## src/rtl/gbr_pkg.sv

```systemverilog
package gbr_pkg;

  localparam int MAX_CHAR_WIDTH = 64;
  localparam int MAX_BANDS      = 8;
  localparam int GLYPH_BITS     = 8;
  localparam int QUEUE_DEPTH    = 4;
  localparam int QUEUE_PTR_W    = $clog2(QUEUE_DEPTH);
  localparam int CFG_IDX_W      = 3;
  localparam int CFG_DATA_W     = 16;

  typedef enum logic [1:0] {
    ACT_SET_PEN  = 2'd0,
    ACT_GLYPH    = 2'd1,
    ACT_END_CHAR = 2'd2
  } action_t;

  typedef enum logic [CFG_IDX_W-1:0] {
    CFG_FLIPPED        = 3'd0,
    CFG_VARIABLE_WIDTH = 3'd1,
    CFG_FIXED_WIDTH    = 3'd2,
    CFG_LETTER_SPACING = 3'd3,
    CFG_LINE_BITS      = 3'd4,
    CFG_PIXEL_COLOR    = 3'd5
  } cfg_reg_t;

  typedef struct packed {
    logic [15:0]           base_x;
    logic [15:0]           base_y;
    logic [GLYPH_BITS-1:0] bits;
    logic                  flip;
    logic [15:0]           color;
  } glyph_job_t;

endpackage

```

## src/rtl/gbr_front.sv

```systemverilog
module gbr_front
  import gbr_pkg::*;
(
  input  logic                  clk,
  input  logic                  rst_n,
  input  logic                  cfg_we,
  input  logic [CFG_IDX_W-1:0]  cfg_index,
  input  logic [CFG_DATA_W-1:0] cfg_wdata,
  input  logic                  in_valid,
  output logic                  in_ready,
  input  logic [1:0]            in_action,
  input  logic [15:0]           in_pen_x_in,
  input  logic [15:0]           in_pen_y_in,
  input  logic [7:0]            in_glyph_bits,
  input  logic [5:0]            in_column,
  input  logic [2:0]            in_band,
  input  logic [5:0]            in_char_width,
  input  logic                  queue_full,
  output logic                  queue_push,
  output glyph_job_t            queue_job
);

  logic        flipped_r;
  logic        variable_width_r;
  logic [5:0]  fixed_width_r;
  logic [7:0]  letter_spacing_r;
  logic [3:0]  line_bits_r;
  logic [15:0] pixel_color_r;
  logic [15:0] pen_x_r, pen_x_nxt;
  logic [15:0] pen_y_r, pen_y_nxt;

  logic                  accept;
  logic [3:0]            nbits;
  logic [GLYPH_BITS:0]   mask_wide;
  logic [GLYPH_BITS-1:0] masked;
  logic                  in_range;
  logic [15:0]           band_off;
  logic [5:0]            adv_w;

  assign in_ready = !queue_full;
  assign accept   = in_valid && in_ready;

  always_comb begin
    nbits     = (line_bits_r > 4'(GLYPH_BITS)) ? 4'(GLYPH_BITS) : line_bits_r;
    mask_wide = ((GLYPH_BITS+1)'(1) << nbits) - (GLYPH_BITS+1)'(1);
    masked    = in_glyph_bits & mask_wide[GLYPH_BITS-1:0];
    in_range  = (int'(in_column) < MAX_CHAR_WIDTH) && (int'(in_band) < MAX_BANDS);
    band_off  = 16'({in_band, 3'b000});
    adv_w     = variable_width_r ? in_char_width : fixed_width_r;

    queue_job.bits  = masked;
    queue_job.flip  = flipped_r;
    queue_job.color = pixel_color_r;
    if (flipped_r) begin
      queue_job.base_x = pen_x_r;
      queue_job.base_y = pen_y_r + 16'(in_column) + band_off;
    end else begin
      queue_job.base_x = pen_x_r + 16'(in_column);
      queue_job.base_y = pen_y_r + band_off;
    end

    queue_push = accept && (in_action == ACT_GLYPH) && in_range && (masked != '0);

    pen_x_nxt = pen_x_r;
    pen_y_nxt = pen_y_r;
    if (accept) begin
      case (in_action)
        ACT_SET_PEN: begin
          pen_x_nxt = in_pen_x_in;
          pen_y_nxt = in_pen_y_in;
        end
        ACT_END_CHAR: begin
          pen_x_nxt = pen_x_r + 16'(adv_w) + 16'(letter_spacing_r);
        end
        default: begin
        end
      endcase
    end
  end

  always_ff @(posedge clk) begin
    if (!rst_n) begin
      flipped_r        <= 1'b0;
      variable_width_r <= 1'b0;
      fixed_width_r    <= 6'd8;
      letter_spacing_r <= 8'd1;
      line_bits_r      <= 4'd8;
      pixel_color_r    <= 16'hFFFF;
      pen_x_r          <= '0;
      pen_y_r          <= '0;
    end else begin
      pen_x_r <= pen_x_nxt;
      pen_y_r <= pen_y_nxt;
      if (cfg_we) begin
        case (cfg_index)
          CFG_FLIPPED:        flipped_r        <= cfg_wdata[0];
          CFG_VARIABLE_WIDTH: variable_width_r <= cfg_wdata[0];
          CFG_FIXED_WIDTH:    fixed_width_r    <= cfg_wdata[5:0];
          CFG_LETTER_SPACING: letter_spacing_r <= cfg_wdata[7:0];
          CFG_LINE_BITS:      line_bits_r      <= cfg_wdata[3:0];
          CFG_PIXEL_COLOR:    pixel_color_r    <= cfg_wdata[15:0];
          default: begin
          end
        endcase
      end
    end
  end

endmodule

```

## src/rtl/gbr_queue.sv

```systemverilog
module gbr_queue
  import gbr_pkg::*;
(
  input  logic       clk,
  input  logic       rst_n,
  input  logic       push,
  input  glyph_job_t push_job,
  output logic       full,
  input  logic       pop,
  output logic       head_valid,
  output glyph_job_t head_job
);

  glyph_job_t             slots_r [QUEUE_DEPTH];
  logic [QUEUE_PTR_W-1:0] wr_ptr_r, rd_ptr_r;
  logic [QUEUE_PTR_W:0]   count_r, count_nxt;

  assign full       = (count_r == (QUEUE_PTR_W+1)'(QUEUE_DEPTH));
  assign head_valid = (count_r != '0);
  assign head_job   = slots_r[rd_ptr_r];

  always_comb begin
    count_nxt = count_r;
    if (push && !pop) begin
      count_nxt = count_r + 1'b1;
    end else if (pop && !push) begin
      count_nxt = count_r - 1'b1;
    end
  end

  always_ff @(posedge clk) begin
    if (!rst_n) begin
      wr_ptr_r <= '0;
      rd_ptr_r <= '0;
      count_r  <= '0;
    end else begin
      count_r <= count_nxt;
      if (push) begin
        wr_ptr_r <= wr_ptr_r + 1'b1;
      end
      if (pop) begin
        rd_ptr_r <= rd_ptr_r + 1'b1;
      end
    end
  end

  always_ff @(posedge clk) begin
    if (push) begin
      slots_r[wr_ptr_r] <= push_job;
    end
  end

  a_no_overflow: assert property (@(posedge clk) disable iff (!rst_n) push |-> !full)
    else $error("queue push while full");
  a_no_underflow: assert property (@(posedge clk) disable iff (!rst_n) pop |-> head_valid)
    else $error("queue pop while empty");
  a_count_bound: assert property (@(posedge clk) disable iff (!rst_n)
    count_r <= (QUEUE_PTR_W+1)'(QUEUE_DEPTH))
    else $error("queue count out of range");

endmodule

```

## src/rtl/gbr_back.sv

```systemverilog
module gbr_back
  import gbr_pkg::*;
(
  input  logic        clk,
  input  logic        rst_n,
  input  logic        head_valid,
  input  glyph_job_t  head_job,
  output logic        pop,
  output logic        out_valid,
  input  logic        out_ready,
  output logic [15:0] out_pixel_x,
  output logic [15:0] out_pixel_y,
  output logic [15:0] out_color,
  output logic        out_last
);

  logic                  work_valid_r, work_valid_nxt;
  glyph_job_t            work_r, work_nxt;
  logic                  out_valid_r, out_valid_nxt;
  logic [15:0]           px_r, px_nxt;
  logic [15:0]           py_r, py_nxt;
  logic [15:0]           color_r, color_nxt;
  logic                  last_r, last_nxt;

  logic                  adv;
  logic                  produce;
  logic [2:0]            bit_idx;
  logic [GLYPH_BITS-1:0] rem;
  logic                  finishing;

  always_comb begin
    bit_idx = '0;
    for (int i = GLYPH_BITS - 1; i >= 0; i--) begin
      if (work_r.bits[i]) begin
        bit_idx = 3'(i);
      end
    end
    rem       = work_r.bits & (work_r.bits - 1'b1);
    adv       = !out_valid_r || out_ready;
    produce   = adv && work_valid_r;
    finishing = produce && (rem == '0);
    pop       = head_valid && (!work_valid_r || finishing);

    out_valid_nxt = out_valid_r;
    px_nxt        = px_r;
    py_nxt        = py_r;
    color_nxt     = color_r;
    last_nxt      = last_r;
    if (adv) begin
      out_valid_nxt = work_valid_r;
      color_nxt     = work_r.color;
      last_nxt      = (rem == '0);
      if (work_r.flip) begin
        px_nxt = work_r.base_x + 16'(bit_idx);
        py_nxt = work_r.base_y;
      end else begin
        px_nxt = work_r.base_x;
        py_nxt = work_r.base_y + 16'(bit_idx);
      end
    end

    work_valid_nxt = work_valid_r;
    work_nxt       = work_r;
    if (pop) begin
      work_valid_nxt = 1'b1;
      work_nxt       = head_job;
    end else if (produce) begin
      work_valid_nxt = (rem != '0);
      work_nxt.bits  = rem;
    end
  end

  always_ff @(posedge clk) begin
    if (!rst_n) begin
      work_valid_r <= 1'b0;
      out_valid_r  <= 1'b0;
    end else begin
      work_valid_r <= work_valid_nxt;
      out_valid_r  <= out_valid_nxt;
    end
  end

  always_ff @(posedge clk) begin
    work_r  <= work_nxt;
    px_r    <= px_nxt;
    py_r    <= py_nxt;
    color_r <= color_nxt;
    last_r  <= last_nxt;
  end

  assign out_valid   = out_valid_r;
  assign out_pixel_x = px_r;
  assign out_pixel_y = py_r;
  assign out_color   = color_r;
  assign out_last    = last_r;

  a_work_nonempty: assert property (@(posedge clk) disable iff (!rst_n)
    work_valid_r |-> (work_r.bits != '0))
    else $error("active glyph job has no pixels left");
  a_pop_only_free: assert property (@(posedge clk) disable iff (!rst_n)
    (pop && work_valid_r) |-> finishing)
    else $error("job loaded over unfinished job");
  a_out_hold: assert property (@(posedge clk) disable iff (!rst_n)
    (out_valid_r && !out_ready) |=> (out_valid_r && $stable(px_r) && $stable(py_r)
                                     && $stable(color_r) && $stable(last_r)))
    else $error("stalled pixel transaction changed");

endmodule

```

## src/rtl/glyph_bitmap_rasterizer_core.sv

```systemverilog
// Glyph bitmap rasterizer core.
// Input channel (in_valid/in_ready): one transaction per action. Set-pen and
// end-of-character transactions update the pen and produce no pixels. A glyph
// byte transaction produces one pixel per set bit among the low line_bits
// bits, lowest bit first, with out_last marking the final pixel of that byte.
// Output channel (out_valid/out_ready): one pixel transaction per cycle at
// most. Configuration (cfg_we/cfg_index/cfg_wdata) writes one register per
// cycle and must only be used while the core is idle.
// Throughput: the front end takes one input transaction per cycle while the
// four-entry job queue has room; the back end emits one pixel per cycle while
// the output is not stalled, so a glyph byte occupies the back end until all of
// its pixels are out. The first pixel of a glyph byte passes through the job
// queue, the back end's work register and the output register.
// When out_ready is low the output register holds its pixel; the back end
// stalls, the queue fills, and in_ready drops once the queue is full.
// Reset (rst_n low, synchronous) clears the pen to (0,0), empties the queue
// and output, and restores every configuration register to its reset value.
module glyph_bitmap_rasterizer_core
  import gbr_pkg::*;
(
  input  logic                  clk,
  input  logic                  rst_n,
  input  logic                  cfg_we,
  input  logic [CFG_IDX_W-1:0]  cfg_index,
  input  logic [CFG_DATA_W-1:0] cfg_wdata,
  input  logic                  in_valid,
  output logic                  in_ready,
  input  logic [1:0]            in_action,
  input  logic [15:0]           in_pen_x_in,
  input  logic [15:0]           in_pen_y_in,
  input  logic [7:0]            in_glyph_bits,
  input  logic [5:0]            in_column,
  input  logic [2:0]            in_band,
  input  logic [5:0]            in_char_width,
  output logic                  out_valid,
  input  logic                  out_ready,
  output logic [15:0]           out_pixel_x,
  output logic [15:0]           out_pixel_y,
  output logic [15:0]           out_color,
  output logic                  out_last
);

  logic       queue_push;
  logic       queue_full;
  glyph_job_t push_job;
  glyph_job_t head_job;
  logic       head_valid;
  logic       pop;

  gbr_front u_front (
    .clk           (clk),
    .rst_n         (rst_n),
    .cfg_we        (cfg_we),
    .cfg_index     (cfg_index),
    .cfg_wdata     (cfg_wdata),
    .in_valid      (in_valid),
    .in_ready      (in_ready),
    .in_action     (in_action),
    .in_pen_x_in   (in_pen_x_in),
    .in_pen_y_in   (in_pen_y_in),
    .in_glyph_bits (in_glyph_bits),
    .in_column     (in_column),
    .in_band       (in_band),
    .in_char_width (in_char_width),
    .queue_full    (queue_full),
    .queue_push    (queue_push),
    .queue_job     (push_job)
  );

  gbr_queue u_queue (
    .clk        (clk),
    .rst_n      (rst_n),
    .push       (queue_push),
    .push_job   (push_job),
    .full       (queue_full),
    .pop        (pop),
    .head_valid (head_valid),
    .head_job   (head_job)
  );

  gbr_back u_back (
    .clk         (clk),
    .rst_n       (rst_n),
    .head_valid  (head_valid),
    .head_job    (head_job),
    .pop         (pop),
    .out_valid   (out_valid),
    .out_ready   (out_ready),
    .out_pixel_x (out_pixel_x),
    .out_pixel_y (out_pixel_y),
    .out_color   (out_color),
    .out_last    (out_last)
  );

endmodule

```

## config.mk

```make
export PLATFORM = sky130hd
export DESIGN_NAME = glyph_bitmap_rasterizer_core
export DESIGN_NICKNAME = d
export VERILOG_FILES = /design/src/rtl/gbr_pkg.sv /design/src/rtl/gbr_front.sv /design/src/rtl/gbr_queue.sv /design/src/rtl/gbr_back.sv /design/src/rtl/glyph_bitmap_rasterizer_core.sv
export SDC_FILE = /design/constraint.sdc
export NUM_CORES = 1
export LEC_CHECK = 0
export BUFFER_PORTS_ARGS = -buffer_cell sky130_fd_sc_hd__buf_2
export CORE_UTILIZATION = 45
export CTS_BUF_LIST = sky130_fd_sc_hd__clkbuf_2
export CTS_CLUSTER_SIZE = 20
export DETAILED_ROUTE_END_ITERATION = 10
export GPL_TIMING_DRIVEN = 0
export PLACE_DENSITY = 0.62
export SYNTH_ARGS = -nofsm -noshare
export SYNTH_HDL_FRONTEND = slang
export SYNTH_SLANG_ARGS = --single-unit
```

## constraint.sdc

```tcl
create_clock -name clk -period 4.3 [get_ports clk]
set_input_delay 0.215 -clock clk [delete_from_list [all_inputs] [get_ports clk]]
set_output_delay 0.215 -clock clk [all_outputs]
set_load 0.005 [all_outputs]
```

Word-level counts from Yosys, hierarchy flattened
Memory sizes are Yosys's and may differ from the RTL's. A register that Yosys moved wholly into a read port is not among the register bits.
Index checks and enable logic that the tools add are counted.

storage, ports and cells
  register bits = 183
  RAM bits = 228
  word-level logic and storage cells = 105
  memories kept = 1

cells by class
  $add $sub $neg = 14
  $lt $le $gt $ge = 1
  eq/ne operators = 8
  shift operators = 1
  mux-type cells = 24
  bitwise logic cells = 2
  reduce and logical (&&, ||, !) cells = 32

memories
  memory           depth  bits a word  rd ports  clocked after memory_dff  wr ports  line             text
  u_queue.slots_r  4      57           1         1                         1         gbr_queue.sv:14  glyph_job_t slots_r [QUEUE_DEPTH];

operators by type and width
  cell                                                 count
  adder 16 x 6 -> 16 bit                               5
  adder 16 x 3 -> 16 bit                               2
  two-way mux 16 bit                                   2
  two-way mux 32 bit                                   1
  one-hot mux 16 bit (2 select lines)                  1
  two-way mux 3 bit                                    10
  adder 16 x 8 -> 16 bit                               1
  AND 8 bit                                            2
  two-way mux 8 bit                                    2
  AND reduction 2 bit                                  8
  nonzero test 8 bit                                   2
  equality test 3 bit, second input constant           3
  logical AND 1 bit                                    8
  zero test 8 bit                                      1
  << shifter 1 x 4 -> 8 bit, first input constant      1
  subtractor 8 x 1 -> 8 bit, second input constant     1
  subtractor 8 x 2 -> 8 bit, second input constant     1
  equality test 3 x 2 -> 1 bit, second input constant  2
  two-way mux 6 bit                                    1
  nonzero test 2 bit                                   3
  zero test 1 bit                                      5
  adder 2 x 1 -> 2 bit, second input constant          2
  > comparator 4 bit, second input constant            1
  two-way mux 1 bit                                    4
  11 further kinds                                     13

Longest topological paths before layout
Gate-level depths: netlist (run 1).

  depth in word-level cells = 11
  mapped depth = 14

Cells and area by module
From an unflattened synthesis (run 1), not the netlist that was laid out.

unflattened totals
  cells, all modules = 1,175
  area, all modules = 17,558.1 um2

modules (own cells, without submodules)
  module     instances  cells each  area an instance (um2)  seq. area each (um2)
  gbr_queue  1          340         8,664.6                 7,026.7
  gbr_front  1          563         4,539.4                 1,361.3
  gbr_back   1          272         4,354.2                 3,223.1

Worst setup path after synthesis (run 1)
No wires, ideal clock.

  kind = reg2reg
  start = reg u_front.line_bits_r[0]
  end = mem u_queue.slots_r[0][0] (netlist name), enable pin
  arrival = 3.396 ns
  data required time = 3.879 ns
  slack = 0.483 ns
  cell stages (with the launch flop) = 9
  path buffers = 0
  period minus slack after synthesis = 3.817 ns
  cell sequence = dfxtp_1 > or2_2 > nand2b_1 > ha_1 > or3_1 > a21oi_1 > o21ai_0 > a31oi_1 > and2_1

on the way
  cells in the longest elaborated chain, start to end = 9

RTL lines
  what                                       line                                text
  start, declared                            gbr_front.sv:27                     logic [3:0] line_bits_r;
  start signal, assigned                     gbr_front.sv:100                    CFG_LINE_BITS: line_bits_r <= cfg_wdata[3:0];
  > comparator 4 bit                         gbr_front.sv:44                     nbits = (line_bits_r > 4'(GLYPH_BITS)) ? 4'(GLYPH_BITS) : line_bits_r;
  two-way mux 4 bit *                        gbr_front.sv:44
  << shifter 1 x 4 -> 8 bit *                gbr_front.sv:45                     mask_wide = ((GLYPH_BITS+1)'(1) << nbits) - (GLYPH_BITS+1)'(1);
  subtractor 8 x 2 -> 8 bit *                gbr_front.sv:45
  AND 8 bit *                                gbr_front.sv:46                     masked = in_glyph_bits & mask_wide[GLYPH_BITS-1:0];
  nonzero test 8 bit *                       gbr_front.sv:62                     queue_push = accept && (in_action == ACT_GLYPH) && in_range && (masked != '0);
  logical AND 1 bit *                        gbr_front.sv:62
  net queue_push                             glyph_bitmap_rasterizer_core.sv:43  logic queue_push;
  two-way mux 1 bit *                        gbr_queue.sv:48                     if (push) begin
  two-way mux 1 bit (not written as such) *  gbr_queue.sv:49                     slots_r[wr_ptr_r] <= push_job;
  end, declared                              gbr_queue.sv:14

Mark *: on every way through the listed nets, which the timed path passes. The rest lies on a longest branch.

Worst setup path in the final report (run 1)
  start = reg u_front.variable_width_r
  end = reg u_front.pen_x_r[11]

on the way
  cells in the longest elaborated chain, start to end = 4

RTL lines
  what                                 line             text
  start, declared                      gbr_front.sv:24  logic variable_width_r;
  start signal, assigned               gbr_front.sv:97  CFG_VARIABLE_WIDTH: variable_width_r <= cfg_wdata[0];
  two-way mux 6 bit                    gbr_front.sv:49  adv_w = variable_width_r ? in_char_width : fixed_width_r;
  adder 16 x 6 -> 16 bit               gbr_front.sv:73  pen_x_nxt = pen_x_r + 16'(adv_w) + 16'(letter_spacing_r);
  adder 16 x 8 -> 16 bit               gbr_front.sv:73
  one-hot mux 16 bit (2 select lines)  gbr_front.sv:67  case (in_action)
  end signal, assigned                 gbr_front.sv:92  pen_x_r <= pen_x_nxt;
  end, declared                        gbr_front.sv:29  logic [15:0] pen_x_r, pen_x_nxt;

Every way passes these cells.
A chain may end at the register's enable or synchronous reset.

==> flow_metrics.env, run 1 <==
export IMPL_hold_viol_final=0
export IMPL_hold_path_class="in -> reg"
export IMPL_synth_compound_area_share_pct=6.28
export IMPL_route_detailed_drc=0
export IMPL_area_delta_synth_final_pct=23.8
export IMPL_path_clk_slew_ns=0.10
export IMPL_hold_depth=4
export IMPL_status="finished, final reports clean"
export IMPL_path_max_fanout=7
export IMPL_post_place_ws_ns=0.272
export IMPL_route_vias_total=11200
export IMPL_grt_pass1_vias=11700
export IMPL_crit_path_start_kind="flip-flop"
export IMPL_yosysTopAreaCellShare_pct=57.2
export IMPL_firstDrtPassIters=5
export IMPL_synthAdderAreaFrac_pct=4.85
export IMPL_reg2reg_from="u_front.variable_width_r"
export IMPL_num_rows=71
export IMPL_fin_tns_setup_ns=0
export IMPL_hold_end="u_queue.slots_r[2][46]"
export IMPL_max_slew_margin_rel_pct=24.5
export IMPL_fin_skew_ns=0.0525
export IMPL_grt_ovfl_total=0
export IMPL_gp_congestion=0.873
export IMPL_grt_pass1_wl_mm=61.7
export IMPL_core_mm2=0.0380
export IMPL_pin_count=132
export IMPL_synth_area_top_cells="edfxtp_1, dfxtp_1, mux4_2, ha_1, nand2_1"
export IMPL_hpwl_mm=25.2
export IMPL_synthArstFlopShare_pct=0
export IMPL_max_vdd_ir_drop_v=0.000415
export IMPL_synth_top_family_by_area="multiplexers"
export IMPL_wl_per_cell_um=18.0
export IMPL_rrSetupSlack_ns=0.16
export IMPL_end_kind="flip-flop"
export IMPL_numCtsBuffers=106
export IMPL_synthMuxAreaShare_pct=9.18
export IMPL_vias_per_cell=5.13
export IMPL_clock_path_buffers=3
export IMPL_leakage_nw=7.97
export IMPL_synth_xor_area_share_pct=3.20
export IMPL_synth_cell_area_mm2=0.0175
export IMPL_critical_path_class="reg -> reg"
export IMPL_fin_crit_sh_pct=96.3
export IMPL_fp_dieW_um=199
export IMPL_insertion_delay_ns=0.98
export IMPL_period_minus_slack_ns=4.14
export IMPL_rsz0062_at_grt="no"
export IMPL_synth_seq_cells=413
export IMPL_tightest_slew_ns=1.12
export IMPL_cp_arrival_ns=4.98
export IMPL_numClockSinks=413
export IMPL_dieArea_mm2=0.0397
export IMPL_min_from="in_column[5]"
export IMPL_yosys_area_top_type="edfxtp_1"
export IMPL_cts_root_buf="clkbuf_2"
export IMPL_ys_seq_area_share_pct=66.2
export IMPL_stdcell_count=2189
export IMPL_syn_instance_count=1171
export IMPL_yosys_area_share_simple_pct=8.53
export IMPL_grt_max_degree=59
export IMPL_placed_cells=1815
export IMPL_setup_ws_ns=0.161
export IMPL_syn_avg_cell_area_um2=15.0
export IMPL_ys_flop_type="edfxtp_1"
export IMPL_ant_nets=0
export IMPL_ys_types=63
export IMPL_fin_total_pwr_mw=10.8
export IMPL_crit_required_ns=5.14
export IMPL_synth_edf_count=334
export IMPL_nets=1726
export IMPL_timing_rr_end="u_front.pen_x_r[11]"
export IMPL_wirelength_mm=39.3
export IMPL_maxCapViolations=0
export IMPL_drive_gt1_share_pct=23.1
export IMPL_ff2ff_path_depth=12
export IMPL_initial_utilization_pct=46.1
export IMPL_cts_tree="done"
export IMPL_setup_viol=0
export IMPL_grt_usage_pct=20.6
export IMPL_die_h_um=199
export IMPL_powerDensity_mw_per_mm2=499
export IMPL_antenna_found_initial=3
export IMPL_drtIter0Drc=528
export IMPL_max_freq_mhz=242
export IMPL_io_buffers=128
export IMPL_yosysWarningCount=0
export IMPL_htreeDepth=3
export IMPL_synth_nets=1308
export IMPL_slew_violations=0
==> cell usage after synthesis (all sizes together), types with 16 or more instances <==
cell type	n
a21boi	26
a21oi	33
and2	16
clkbuf	37
dfxtp	79
edfxtp	334
fa	16
ha	40
inv	30
mux2i	19
mux4	57
nand2	129
nand3	36
nor2	33
nor2b	30
o21ai	33
xnor2	40
xor2	24
==> cells by family after synthesis <==
group                      after synthesis
xor gates and xnor gates                64
AOI/OAI and AO/OA                      161
buffers and inverters                   79
and+or+nand+nor                        307
DFF                                    413
muxes                                   88
adders and majority gates               59
==> what timing repair did <==
action                                  4_1_cts  5_1_grt
hold buffers                                177        0
setup buffers                                 0        0
hold endpoints to repair                    170        0
gates resized for setup                       0        3
endpoints found under the setup margin        0        6
==> worst max-delay path by stage <==
stage / startpoint / end / slack [ns] / cells after the start
3_3_place_gp: u_front.line_bits_r[0] / u_queue.slots_r[0][33] / -0.97 / 8
4_1_cts: u_front.variable_width_r / u_front.pen_x_r[13] / 0.05 / 13
6_report: u_front.variable_width_r / u_front.pen_x_r[11] / 0.16 / 12
5_1_grt: u_front.variable_width_r / u_front.pen_x_r[11] / 0.04 / 12
2_1_floorplan: u_front.line_bits_r[0] / u_queue.slots_r[0][0] / 0.48 / 8
3_5_place_dp: u_back.work_r[17] / u_queue.count_r[2] / 0.27 / 12
==> report_power, final <==
| part | switching [mW] | total, mW | internal, mW |
|---|---|---|---|
| clock network | 1.57 | 2.67 | 1.10 |
| logic | 1.41 | 2.65 | 1.24 |
| registers | 0.318 | 5.51 | 5.20 |
| total | 3.30 | 10.8 | 7.53 |
==> state kept, by name, indices dropped and copies added, names as in the netlist, 2 cells and up, named ones only <==
signal	count
u_front.pen_y_r	16
u_queue.slots_r	228
u_queue.rd_ptr_r	2
u_front.pixel_color_r	16
u_back.out_pixel_x	16
u_queue.wr_ptr_r	2
u_front.letter_spacing_r	8
u_front.pen_x_r	16
u_back.work_r	57
u_back.out_color	16
u_front.fixed_width_r	6
u_back.out_pixel_y	16
u_queue.count_r	3
u_front.line_bits_r	4
==> placed cells by master (no fill, tap or decap), types with 13 or more instances in the layout <==
master,count
mux2i_1,19
inv_1,29
a21boi_0,26
buf_2,129
nor2_1,33
dfxtp_1,79
clkinv_1,28
edfxtp_1,334
nand3_1,36
clkbuf_2,157
dlygate4sd3_1,177
nor3_1,13
xnor2_1,40
mux4_2,57
nor2b_1,30
o21ai_0,33
nand2_1,129
a21oi_1,33
fa_1,16
xor2_1,24
ha_1,40
clkbuf_1,36
==> critical path: stages, from the launching register on <==
cell and delay [ns]:
dfxtp_1 0.54, mux2_2 0.39, fa_1 0.49, ha_1 0.20, inv_1 0.07, fa_1 0.39, nor2b_1 0.17, o21a_1 0.18
o21ai_0 0.18, a211oi_1 0.51, mux2i_1 0.25, a21oi_1 0.08, dlygate4sd3_1 0.57
==> layer usage <==
| metal | routed length (um) | track usage (%) | vias to the layer above |
|---|---|---|---|
| met5 | 0 | 0 | - |
| met4 | 872 | 8.74 | 0 |
| met3 | 1920 | 4.24 | 58 |
| met2 | 19900 | 34.8 | 298 |
| met1 | 16600 | 25.7 | 5540 |
| li1 | - | - | 5342 |
==> through the flow <==
stage / instance area (um2) / hold WS, ns / util (%)
5_1_grt: 21700 / 0.0381 / 57.1
2_1_floorplan: 17500 / 0.339 / -
3_5_place_dp: 18900 / 0.405 / 49.8
3_3_place_gp: 18800 / 0.402 / 49.5
6_report: 21700 / 0.134 / 57.1
4_1_cts: 21700 / 0.0123 / 57.0
==> layout make-up <==
type | instances | area (um2)
tap | 511 | 639
timing repair buffer | 311 | 2520
fill | 3185 | 16300
sequential | 413 | 11600
buffer | 48 | 189
clock inverter | 39 | 210
multi-input combinational | 679 | 5630
inverter | 30 | 113
clock buffer | 156 | 781
antenna | 2 | 5.00
Power figures use the tool's default switching activity.
==> run 2, diff against run 1 <==
- MAX_ROUTING_LAYER: default -> met4
==> run 2 against run 1 <==
Against the previous run:
- clock-buffer cell count unchanged
- register-to-register slack about the same
- die area unchanged
- hold slack worse by 0.0066 ns
- non-clock buffer count unchanged
- flip-flop and latch count unchanged
- sequential share of layout area unchanged
- cell count unchanged
- setup slack better by 0.0028 ns
- power about the same
- critical path type unchanged
- critical endpoint unchanged
- largest cell class unchanged
==> flow_metrics.env, run 2 (synthesized netlist as in run 1, its figures left out) <==
export IMPL_grt_pass1_vias=11700
export IMPL_slew_violations=0
export IMPL_placed_cells=1815
export IMPL_numCtsBuffers=106
export IMPL_htreeDepth=3
export IMPL_cts_root_buf="clkbuf_2"
export IMPL_leakage_nw=7.97
export IMPL_postPlaceCellArea_mm2=0.0189
export IMPL_dr_wl_met2_mm=19.9
export IMPL_cpMostUsedCell="fa_1"
export IMPL_top_layer="met4"
export IMPL_drtIter0Drc=530
export IMPL_critical_path_class="reg -> reg"
export IMPL_cp_depth=12
export IMPL_top_regs="u_queue.slots_r (228), u_back.work_r (57)"
export IMPL_drive_gt1_share_pct=23.1
export IMPL_antenna_found_initial=3
export IMPL_startpoint="u_front.variable_width_r"
export IMPL_timing_rr_end="u_front.pen_x_r[11]"
export IMPL_final_cell_mix="edfxtp_1, dlygate4sd3_1, clkbuf_2, buf_2, nand2_1"
export IMPL_endpoint="u_front.pen_x_r[11]"
export IMPL_route_vias_total=11200
export IMPL_max_slew_margin_rel_pct=25.1
export IMPL_initial_utilization_pct=46.1
export IMPL_grt_ovfl_total=0
export IMPL_hold_viol_final=0
export IMPL_rrSetupSlack_ns=0.16
export IMPL_firstDrtPassIters=5
export IMPL_vias_per_cell=5.13
export IMPL_clock_path_buffers=3
export IMPL_gp_congestion=0.887
export IMPL_num_rows=71
export IMPL_status="finished, final reports clean"
export IMPL_path_max_fanout=7
export IMPL_stdcell_count=2189
export IMPL_grt_pass1_wl_mm=61.7
export IMPL_fp_dieW_um=199
export IMPL_core_mm2=0.0380
export IMPL_path_clk_slew_ns=0.10
export IMPL_crit_chain="mux2_2 -> fa_1 -> ha_1 -> inv_1 -> fa_1 -> nor2b_1 -> o21a_1 -> o21ai_0 -> a211oi_1 -> mux2i_1 -> a21oi_1 -> dlygate4sd3_1"
export IMPL_hold_path_class="in -> reg"
export IMPL_rsz0062_at_grt="no"
export IMPL_setup_viol=0
export IMPL_largest_reg_flops=228
export IMPL_critPathSlowestCell="dlygate4sd3_1"
export IMPL_layout_commonest_cell="edfxtp_1"
export IMPL_fin_skew_ns=0.0511
export IMPL_period_minus_slack_ns=4.14
export IMPL_io_buffers=128
export IMPL_insertion_delay_ns=0.97
export IMPL_max_freq_mhz=242
export IMPL_pin_count=132
export IMPL_grt_usage_pct=21.2
export IMPL_tightest_slew_ns=1.11
export IMPL_reg2reg_from="u_front.variable_width_r"
export IMPL_hpwl_mm=25.2
export IMPL_min_from="in_column[5]"
export IMPL_nets=1726
export IMPL_maxCapViolations=0
export IMPL_numClockSinks=413
export IMPL_cp_arrival_ns=4.97
export IMPL_ant_nets=0
export IMPL_grt_max_degree=59
export IMPL_powerDensity_mw_per_mm2=499
export IMPL_max_vdd_ir_drop_v=0.000415
export IMPL_cp_num_buf_inv=2
export IMPL_ff2ff_path_depth=12
export IMPL_die_h_um=199
export IMPL_top_register="u_queue.slots_r"
export IMPL_end_kind="flip-flop"
export IMPL_wl_per_cell_um=18.0
export IMPL_crit_path_start_kind="flip-flop"
export IMPL_route_detailed_drc=0
export IMPL_postCtsSetupBuffers=0
export IMPL_wl_met1_mm=16.7
export IMPL_cpLargestDelayFamily="adder cells"
export IMPL_wirelength_mm=39.3
export IMPL_fin_area_mm2=0.0217
export IMPL_crit_required_ns=5.14
export IMPL_fin_crit_sh_pct=96.2
export IMPL_area_delta_synth_final_pct=23.8
export IMPL_cts_tree="done"
export IMPL_dr_wl_met3_mm=1.80
export IMPL_dieArea_mm2=0.0397
export IMPL_critPathMaxStageDelay_ns=0.57
run 2: cell counts in the layout (fill, tap and decap cells not counted):
No cell type changed its count.
run 2: area by class of cell:
cell class / instances / area [um2]
Clock inverter: 39 / 210
Buffer: 48 / 189
Antenna cell: 2 / 5.00
Timing Repair Buffer: 311 / 2520
Sequential cell: 413 / 11600
Fill cell: 3185 / 16300
Clock buffer: 156 / 781
Tap cell: 511 / 639
Inverter: 30 / 113
Multi-Input combinational cell: 679 / 5630
run 2: per-stage QoR:
stage / setup TNS (ns) / worst slack, ns / power (mW) / hold slack, ns / util [%]
after floorplan: 0 / 0.483 / 7.23 / 0.339 / -
after global placement: -218.63 / -0.973 / 8.09 / 0.402 / 49.5
after detailed placement: 0 / 0.272 / 8.16 / 0.405 / 49.8
after CTS: 0 / 0.0497 / 11.0 / 0.0123 / 57.0
after global routing: 0 / 0.0291 / 11.5 / 0.0381 / 57.1
final: 0 / 0.164 / 10.8 / 0.127 / 57.1
run 2: how the worst min path moves through the flow:
stage               cells after the start  slack, ns                        to
CTS                                     4       0.01        u_front.pen_y_r[0]
global route                            4       0.04        u_front.pen_y_r[0]
finish                                  4       0.13    u_queue.slots_r[2][46]
floorplan                               2       0.34  u_front.pixel_color_r[0]
detailed placement                      0       0.41       u_back.out_color[5]
global placement                        0       0.40       u_back.out_color[8]
run 2: repair_timing:
item                       4_1_cts  5_1_grt
resized for setup                0        3
hold endpoints to repair       170        0
hold buffers                   177        0
setup endpoints to repair        0        6
run 2: worst min-delay path: cells and delay by family:
family                   cells  cell delay [ns]
adder cells (fa/ha/maj)      1             0.21
XOR/XNOR                     1             0.15
AO/OA/AOI/OAI                1             0.15
buffers and inverters        1             0.14
run 2: layer usage:
layer  track usage [%]  vias up
met2              34.7      298
li1                  -     5339
met3              4.24       60
met1              25.8     5538
met5                 -        -
met4              8.74        0
run 2: power breakdown:
part           leakage [nW]  switching (mW)  internal, mW
Clock                 0.752            1.57          1.10
Combinational          3.49            1.41          1.24
Sequential             3.73           0.317          5.20
